**src/rtl/ubr_pkg.sv**
```systemverilog
`timescale 1ns / 1ps
// ----------------------------------------------------------------------------
// ubr_pkg: shared definitions for the unbalanced bracket reporter
// Widths, token codes, stack indexes and the command and status bundles
// that join the controller to the datapath.
// ----------------------------------------------------------------------------
package ubr_pkg;

  // Document size and the widths that follow from it.
  localparam int DOC_LINES = 1024;
  localparam int POS_W     = $clog2(DOC_LINES);
  localparam int TOP_W     = $clog2(DOC_LINES + 1);

  // Fixed field widths.
  localparam int KIND_W = 3;
  localparam int LINE_W = 10;
  localparam int REP_W  = 6;

  localparam logic [REP_W-1:0] MAX_REPORTS_RST = 6'd63;

  // Token kind codes.
  localparam logic [KIND_W-1:0] KIND_OTHER       = 3'd0;
  localparam logic [KIND_W-1:0] KIND_PUSH_MATRIX = 3'd1;
  localparam logic [KIND_W-1:0] KIND_POP_MATRIX  = 3'd2;
  localparam logic [KIND_W-1:0] KIND_BEGIN       = 3'd3;
  localparam logic [KIND_W-1:0] KIND_END         = 3'd4;
  localparam logic [KIND_W-1:0] KIND_PUSH_ATTRIB = 3'd5;
  localparam logic [KIND_W-1:0] KIND_POP_ATTRIB  = 3'd6;

  // Stack indexes, in flush order.
  localparam int NUM_STACKS = 3;
  localparam logic [1:0] STK_MATRIX = 2'd0;
  localparam logic [1:0] STK_BEGIN  = 2'd1;
  localparam logic [1:0] STK_ATTRIB = 2'd2;

  // Commands from the controller to the datapath.
  typedef struct packed {
    logic       accept;
    logic       flush_rd;
    logic       flush_emit;
    logic       next_stack;
    logic       summary;
    logic [1:0] stack_sel;
  } ubr_cmd_t;

  // Status from the datapath to the controller.
  typedef struct packed {
    logic out_free;
    logic stack_done;
    logic cap_hit;
  } ubr_sts_t;

endpackage

```
**src/rtl/ubr_ctrl.sv**
```systemverilog
`timescale 1ns / 1ps
// ----------------------------------------------------------------------------
// ubr_ctrl: controller of the unbalanced bracket reporter
// Accepts tokens, walks the three stacks on the last token and issues the
// summary item.
// ----------------------------------------------------------------------------
module ubr_ctrl (
  input  logic              clk,
  input  logic              rst_n,
  input  logic              in_valid,
  input  logic              in_last,
  output logic              in_ready,
  input  ubr_pkg::ubr_sts_t sts,
  output ubr_pkg::ubr_cmd_t cmd
);
  import ubr_pkg::*;

  typedef enum logic [3:0] {
    ST_IDLE       = 4'b0001,
    ST_FLUSH_RD   = 4'b0010,
    ST_FLUSH_EMIT = 4'b0100,
    ST_SUMMARY    = 4'b1000
  } ubr_state_t;

  ubr_state_t state_r, state_nxt;
  logic [1:0] sel_r, sel_nxt;

  assign in_ready = (state_r == ST_IDLE) && sts.out_free;

  // Sequencing of the scan and the flush walk.
  always_comb begin
    state_nxt = state_r;
    sel_nxt   = sel_r;
    cmd       = '0;
    cmd.stack_sel = sel_r;
    case (state_r)
      ST_IDLE: begin
        if (in_valid && in_ready) begin
          cmd.accept = 1'b1;
          if (in_last) begin
            state_nxt = ST_FLUSH_RD;
            sel_nxt   = STK_MATRIX;
          end
        end
      end
      ST_FLUSH_RD: begin
        if (sts.cap_hit) begin
          state_nxt = ST_SUMMARY;
        end else if (sts.stack_done) begin
          if (sel_r == STK_ATTRIB) begin
            state_nxt = ST_SUMMARY;
          end else begin
            cmd.next_stack = 1'b1;
            sel_nxt        = sel_r + 1'b1;
          end
        end else begin
          cmd.flush_rd = 1'b1;
          state_nxt    = ST_FLUSH_EMIT;
        end
      end
      ST_FLUSH_EMIT: begin
        if (sts.out_free) begin
          cmd.flush_emit = 1'b1;
          state_nxt      = ST_FLUSH_RD;
        end
      end
      ST_SUMMARY: begin
        if (sts.out_free) begin
          cmd.summary = 1'b1;
          state_nxt   = ST_IDLE;
        end
      end
      default: begin
        state_nxt = ST_IDLE;
      end
    endcase
  end

  // State registers.
  always_ff @(posedge clk) begin
    if (!rst_n) begin
      state_r <= ST_IDLE;
      sel_r   <= STK_MATRIX;
    end else begin
      state_r <= state_nxt;
      sel_r   <= sel_nxt;
    end
  end

endmodule

```
**config.mk**
```make
export PLATFORM = sky130hd
export DESIGN_NAME = ubr_ctrl
export DESIGN_NICKNAME = d
export VERILOG_FILES = /design/src/rtl/ubr_pkg.sv /design/src/rtl/ubr_ctrl.sv
export SDC_FILE = /design/constraint.sdc
export NUM_CORES = 1
export LEC_CHECK = 0
export BUFFER_PORTS_ARGS = -buffer_cell sky130_fd_sc_hd__buf_2
export CELL_PAD_IN_SITES_DETAIL_PLACEMENT = 0
export CELL_PAD_IN_SITES_GLOBAL_PLACEMENT = 1
export CORE_AREA = 2 2 39 41
export CTS_BUF_LIST = sky130_fd_sc_hd__clkbuf_8
export CTS_CLUSTER_DIAMETER = 40
export DETAILED_ROUTE_END_ITERATION = 12
export DIE_AREA = 0 0 41 43
export PLACE_DENSITY_LB_ADDON = 0.1
export SLEW_MARGIN = 5
export SYNTH_ARGS = -nofsm -noshare
export SYNTH_HDL_FRONTEND = slang
export SYNTH_SLANG_ARGS = --single-unit
```
**constraint.sdc**
```tcl
create_clock -name clk -period 3.2 [get_ports clk]
set_input_delay 0.16 -clock clk [delete_from_list [all_inputs] [get_ports clk]]
set_output_delay 0.16 -clock clk [all_outputs]
set_load 0.005 [all_outputs]
```
==> results by group, run 1 <==
Logic synthesis
  – Mapped cell area: 445 um2
  – Top cells by area, synth: dfxtp_1 (27%), nor4b_4 (11%), mux2i_1 (4.5%), and3_1 (4.2%), nand2_1 (4.2%)
  – Warnings, synthesis: 0
  – Sequential area share after synthesis: 0.270
  – Cells after synthesis: 49
  – Number of synthesized register bits: 6
  – Ys flop type: dfxtp_1
  – Number of flops mapped to enable cells by yosys: 0
  – Avg Inst Size Synth: between 9 and 10 um2
  – Most common cell in the synthesized netlist: dfxtp_1
  – Mapped Nets: 57
  – Synth cell count leaders: dfxtp_1 (6), nand2_1 (5), nor2_1 (4)
  – Synth area leader: dfxtp_1
  – Yosys cell types: 28
  – Fraction of registers with async set/reset: 0
  – Top-area cell type share of the netlist area: 0.270

Floorplan
  – Io pins: 15
  – Row cnt: 14
  – Die Y: between 40 and 50 um
  – Initial Util: 0.322
  – Die footprint: between 0.0015 and 0.002 mm2
  – Die width: 41 um
  – Core footprint: between 0.001 and 0.0015 mm2

Route
  – First-pass DRT Iterations: 2
  – Detailed Route Iter0 Violations: 5
  – DRC Markers: 0
  – Total wire length: 917 um
  – DR vias/cell: approximately 4.9
  – Routed len/inst: 11.5 um
  – Antenna Nets Post-Route: 0
  – Total number of vias: between 300 and 400

Worst hold path
  – Hold Path Class: input port to register
  – WHS Endpoint: sel_r[0]$_SDFFE_PN0P_
  – Hold Path Stages: 2
  – Hold_sp: rst_n

Clock network
  – Clock slew at reported path FFs: 0.04 ns
  – TritonCTS Buffers: 3
  – Setup bufs post-CTS: 0
  – Clock sink total: 6
  – CTS Root Cell: clkbuf_8
  – Post-cts gate resize count: 0
  – Clk_lat worst skew: roughly 0.22 ns
  – Hold Buf Count CTS: 0
  – Htree depth: 1
  – Bufs on Longest Clock Path: 2
  – CTS tree: done

GRT
  – GRT Total Usage: 0.137
  – First-pass GRT wire length: 1550 um
  – Largest net degree at the start of global routing: 10
  – GR Overflow Total: 0
  – Vias in the first global route: about 350
  – Initial antenna violation count: 0

STA
  – RSZ-0062 raised after global routing: no
  – Fmax achieved: approximately 600 MHz
  – Fin Clk Skew: between 0.003 and 0.004 ns
  – Final Hold Viols: 0
  – Slew Limit Fails: 0
  – Period utilisation layout: 0.522
  – Pin slew with the least headroom to its limit: between 0.4 and 0.5 ns
  – Fin Setup TNS: 0 ns
  – Setup violations, final: 0
  – Max-slew headroom at the worst pin: 0.663
  – Fin crit period: about 1.7 ns

Setup path
  – FF-to-FF Start: state_r[3]$_SDFFE_PN0P_
  – RR Endpoint: state_r[3]$_SDFFE_PN0P_
  – CP max FO: 9
  – Worst r2r path cells: 5
  – Worst setup startpoint: state_r[3]$_SDFFE_PN0P_
  – Setup crit end kind: primary output
  – Setup slack, reg-to-reg: between 1.5 and 2 ns
  – Critical path startpoint category: register
  – Worst Path Required: 3.04 ns
  – Arrival time at the worst endpoint: ~1.5 ns
  – Critical path class: register to primary output

Layout
  – Net count reported at finish: 74
  – Area Growth Syn to Fin: 25.3%
  – Final instance area: between 500 and 600 um2
  – Ratio of cells with drive above 1 in the final layout: 0.359
  – # fillers: 150
  – ANT cells: 0

Placement
  – Routability cong.: around 0.63
  – DPL Wire Length: just over 700 um
  – DP Area: between 500 and 600 um2
  – Input/output buffers: 14

Power and ir drop
  – Maximum vdd drop: about 0.00029 V
  – Leak pwr: approximately 0.26 nW
  – Pwr dens: around 540 mW/mm2

Outcome
  – Status: complete, no violations

Run
  – Max-Cap Viols: 0
[registers in the layout, summed over array words and instances, names as in the netlist]
| register | count |
|---|---|
| sel_r | 2 |
| state_r | 4 |
[layer usage]
layer | vias to the layer above | wire [um] | global-route usage
met5 | - | 0 | 0
met4 | 0 | 0 | 0.0400
met3 | 0 | 74 | 0.0942
met2 | 13 | 398 | 0.172
met1 | 167 | 444 | 0.183
li1 | 209 | - | -
[critical path: stages, from the launching register on]
cell and delay (ns):
dfxtp_1 0.42, or4b_4 0.59, nor3_2 0.14, buf_2 0.14
[through the flow]
step | hold WS (ns) | power (mW) | instances | worst slack (ns) | utilization
3_3_place_gp | 0.463 | 0.186 | 77 | 1.70 | 0.373
2_1_floorplan | 0.275 | 0.159 | 49 | 1.89 | -
3_5_place_dp | 0.460 | 0.185 | 77 | 1.74 | 0.373
6_report | 0.231 | 0.299 | 80 | 1.53 | 0.403
4_1_cts | 0.227 | 0.304 | 80 | 1.52 | 0.403
5_1_grt | 0.242 | 0.320 | 80 | 1.46 | 0.403
[power breakdown]
group / internal, mW / switching, mW / total, mW
clock network: 0.0810 / 0.0348 / 0.116
logic: 0.0461 / 0.0369 / 0.0830
registers: 0.0831 / 0.0171 / 0.100
total: 0.210 / 0.0889 / 0.299
[cells in the final DEF (no fill, tap or decap)]
cell	n
buf_2	14
dfxtp_1	6
nand2_1	5
nor2_1	4
and3_1	3
inv_1	3
clkbuf_8	3
nor4b_4	2
and2_1	2
nor2b_1	2
nand3_1	2
mux2i_1	2
or4b_4	1
nor3_2	1
and4b_1	1
a32oi_1	1
o21a_1	1
xnor2_1	1
nor4_1	1
a211oi_2	1
o21ai_1	1
o211ai_1	1
nor3b_1	1
o21ai_0	1
o311ai_0	1
a21o_2	1
a211oi_1	1
ha_1	1
[worst max-delay path by stage]
stage	to	slack, ns	cells after the start
6_report	cmd[5]	1.53	3
5_1_grt	cmd[5]	1.46	3
2_1_floorplan	sel_r[0]$_SDFFE_PN0P_	1.89	5
3_3_place_gp	state_r[3]$_SDFFE_PN0P_	1.70	4
4_1_cts	cmd[5]	1.52	3
3_5_place_dp	sel_r[0]$_SDFFE_PN0P_	1.74	4
[cell type report]
| class | instances | area (um2) | share of cell area |
|---|---|---|---|
| clock buffer | 3 | 41.3 | 0.0740 |
| inverter | 3 | 11.3 | 0.0202 |
| multi-input combinational | 38 | 295 | 0.529 |
| sequential | 6 | 120 | 0.215 |
| tap | 16 | 20.0 | 0.0359 |
| timing repair buffer | 14 | 70.1 | 0.126 |
[cells by family (layout without fill, tap and decap cells)]
| family | count (synthesis) | after routing | share of synthesized area |
|---|---|---|---|
| multiplexers | 2 | 2 | 0.0449 |
| flip-flops | 6 | 6 | 0.270 |
| AO/OA/AOI/OAI | 9 | 9 | 0.160 |
| adder cells (fa/ha/maj) | 1 | 1 | 0.0281 |
| buffers and inverters | 5 | 20 | 0.0674 |
| XOR/XNOR | 1 | 1 | 0.0197 |
| AND/OR/NAND/NOR | 25 | 25 | 0.410 |
(Power assumes the default switching activity.)
==> run 2: changes to the inputs <==
Settings changed: ABC_AREA set to 1, CORE_AREA 2 2 39 41 to not set, CORE_UTILIZATION set to 31, DIE_AREA 0 0 41 43 to not set.
Clock period 3.2 ns to 1.5 ns, I/O delays scaled along.
==> results by group, run 2 <==
Power and ir drop
  – Final Total Pwr: between 1 and 1.5 mW
  – Maximum vdd drop: 0.000633 V
  – Pwr dens: 1880 mW/mm2
  – Leak pwr: 0.342 nW

GRT
  – GR Util met3: 0.0652
  – Initial antenna violation count: 0
  – GR Overflow Total: 0
  – Vias in the first global route: approximately 380
  – Largest net degree at the start of global routing: 10
  – GRT Total Usage: 0.131
  – GRT met2 Usage: 0.207
  – Gr busiest metal: met2
  – First-pass GRT wire length: between 1000 and 1500 um
  – GR met1 Demand/Resource: 0.170

Logic synthesis
  – Fraction of registers with async set/reset: 0
  – Simple-gate share of the synthesized area: 0.535
  – Yosys cell types: 19
  – Synth area leader: dfxtp_1
  – Number of synthesized register bits: 6
  – Number of flops mapped to enable cells by yosys: 0
  – Adder-cell share of the synthesized area: 0.0262
  – Top-area cell type share of the netlist area: 0.252
  – Ys flop type: dfxtp_1
  – Mapped cell area: 477 um2
  – Largest family of logic cells by synthesized area: simple AND/OR/NAND/NOR gates
  – Cells after synthesis: 76
  – Post-synthesis mux area share: 0
  – Sequential area share after synthesis: 0.252
  – Synth cell count leaders: nor2_1 (17), nand2_1 (12), inv_1 (11)
  – Top cells by area, synth: dfxtp_1 (25%), nor2_1 (13%), nand2_1 (9.4%), inv_1 (8.7%), nand2_2 (6.6%)
  – Warnings, synthesis: 0
  – Compound-Gate Fraction of Synth Area: 0.0761
  – Synth Area in XOR/XNOR: 0
  – Avg Inst Size Synth: between 6 and 7 um2
  – Most common cell in the synthesized netlist: nor2_1
  – Mapped Nets: 84

Floorplan
  – Initial Util: 0.349
  – Core footprint: between 0.001 and 0.0015 mm2
  – Io pins: 15
  – Die width: roughly 41 um
  – Row cnt: 13
  – Die Y: about 41 um
  – Die footprint: 0.00170 mm2

Route
  – Total number of vias: about 500
  – Routed len/inst: approximately 8.9 um
  – Detailed Route Iter0 Violations: 10
  – DR vias/cell: roughly 4.6
  – Antenna Nets Post-Route: 0
  – First-pass DRT Iterations: 4
  – DRC Markers: 0
  – Total wire length: between 900 and 1000 um

STA
  – Period utilisation layout: 0.901
  – Fmax achieved: 740 MHz
  – Pin slew with the least headroom to its limit: between 0.2 and 0.25 ns
  – Fin crit period: roughly 1.4 ns
  – Slew Limit Fails: 0
  – Fin Setup TNS: 0 ns
  – RSZ-0062 raised after global routing: no
  – Setup violations, final: 0
  – Max-slew headroom at the worst pin: 0.864
  – Fin Clk Skew: about 0.0012 ns
  – Final Hold Viols: 0
  – Hold_ws: ~0.12 ns

Layout
  – Net count reported at finish: 103
  – Biggest register: state_r
  – Area Growth Syn to Fin: 27.3%
  – Most common cell after layout, fill and taps aside: nor2_1
  – Ratio of cells with drive above 1 in the final layout: 0.366
  – Biggest registers after layout: state_r: 4 flops, sel_r: 2 flops
  – Non-Filler Instances: about 110
  – ANT cells: 0
  – Flip-flop count of the largest register after layout: 4
  – # fillers: approximately 160
  – Final instance area: around 600 um2
  – Most frequent cells in the layout: nor2_1 (17), buf_2 (14), nand2_1 (12)

Clock network
  – Clk_lat worst skew: about 0.22 ns
  – CTS Root Cell: clkbuf_8
  – Bufs on Longest Clock Path: 2
  – Htree depth: 1
  – Clock sink total: 6
  – Setup bufs post-CTS: 0
  – TritonCTS Buffers: 3
  – Clock slew at reported path FFs: 0.03 ns
  – Post-cts gate resize count: 0
  – Hold Buf Count CTS: 0
  – CTS tree: done

Placement
  – Placed cells: approximately 110
  – DP Area: between 500 and 600 um2
  – DPL Wire Length: between 800 and 900 um
  – Input/output buffers: 14
  – Routability cong.: roughly 0.71

Setup path
  – CP max FO: 4
  – Setup crit end kind: register
  – Arrival time at the worst endpoint: between 1 and 1.5 ns
  – Critical path startpoint category: register
  – Setup slack, reg-to-reg: between 0.1 and 0.15 ns
  – Worst Path Required: around 1.6 ns
  – Critical path class: register to register

Outcome
  – Status: complete, no violations

Run
  – Max-Cap Viols: 0

Worst hold path
  – Hold Path Class: input port to register
==> run 2: worst paths after layout <==
kind                               from                       to  cells after the start
setup / recovery  sel_r[0]$_SDFFE_PN0P_    sel_r[0]$_SDFFE_PN0P_                     10
hold / removal                    rst_n  state_r[3]$_SDFFE_PN0P_                      3
setup reg to reg  sel_r[0]$_SDFFE_PN0P_    sel_r[0]$_SDFFE_PN0P_                     10
hold reg to reg   sel_r[1]$_SDFFE_PN0P_    sel_r[1]$_SDFFE_PN0P_                      2
==> run 2: worst max-delay path: stages (launching register included) <==
cell and delay, ns:
dfxtp_1 0.33, inv_1 0.06, ha_1 0.20, nor2_1 0.08, nand2_1 0.08, nor2_4 0.12
nor2_2 0.06, nor2_4 0.14, nand2_1 0.06, nand2_1 0.07, nor2_2 0.03
==> run 2: metal layers <==
metal	share of wire	vias to the layer above
met1	0.46	216
met3	0.073	0
met5	0	-
met4	0	0
li1	-	265
met2	0.46	17
==> run 2: layout make-up <==
| type | count | area [um2] | share of cell area |
|---|---|---|---|
| Timing Repair Buffer | 14 | 70.1 | 0.115 |
| Tap cell | 15 | 18.8 | 0.0309 |
| Inverter | 14 | 52.6 | 0.0866 |
| Multi-Input combinational cell | 56 | 304 | 0.501 |
| Clock buffer | 3 | 41.3 | 0.0680 |
| Sequential cell | 6 | 120 | 0.198 |
==> run 2: cell families after synthesis <==
family / after synthesis
DFF: 6
buffers and inverters: 14
AOI/OAI and AO/OA: 6
and+or+nand+nor: 49
adders and majority gates: 1
==> run 2: where the power goes <==
group | switching (mW) | leakage [nW] | internal [mW]
registers | 0.0448 | 0.0492 | 0.217
clock network | 0.0637 | 0.0216 | 0.172
logic | 0.391 | 0.271 | 0.256
total | 0.499 | 0.342 | 0.645
==> run 2: metrics by stage <==
step / utilization / worst slack (ns)
6_report: 0.444 / 0.149
4_1_cts: 0.444 / 0.120
5_1_grt: 0.444 / 0.0131
2_1_floorplan: - / 0.194
3_5_place_dp: 0.414 / 0.126
3_3_place_gp: 0.414 / 0.150
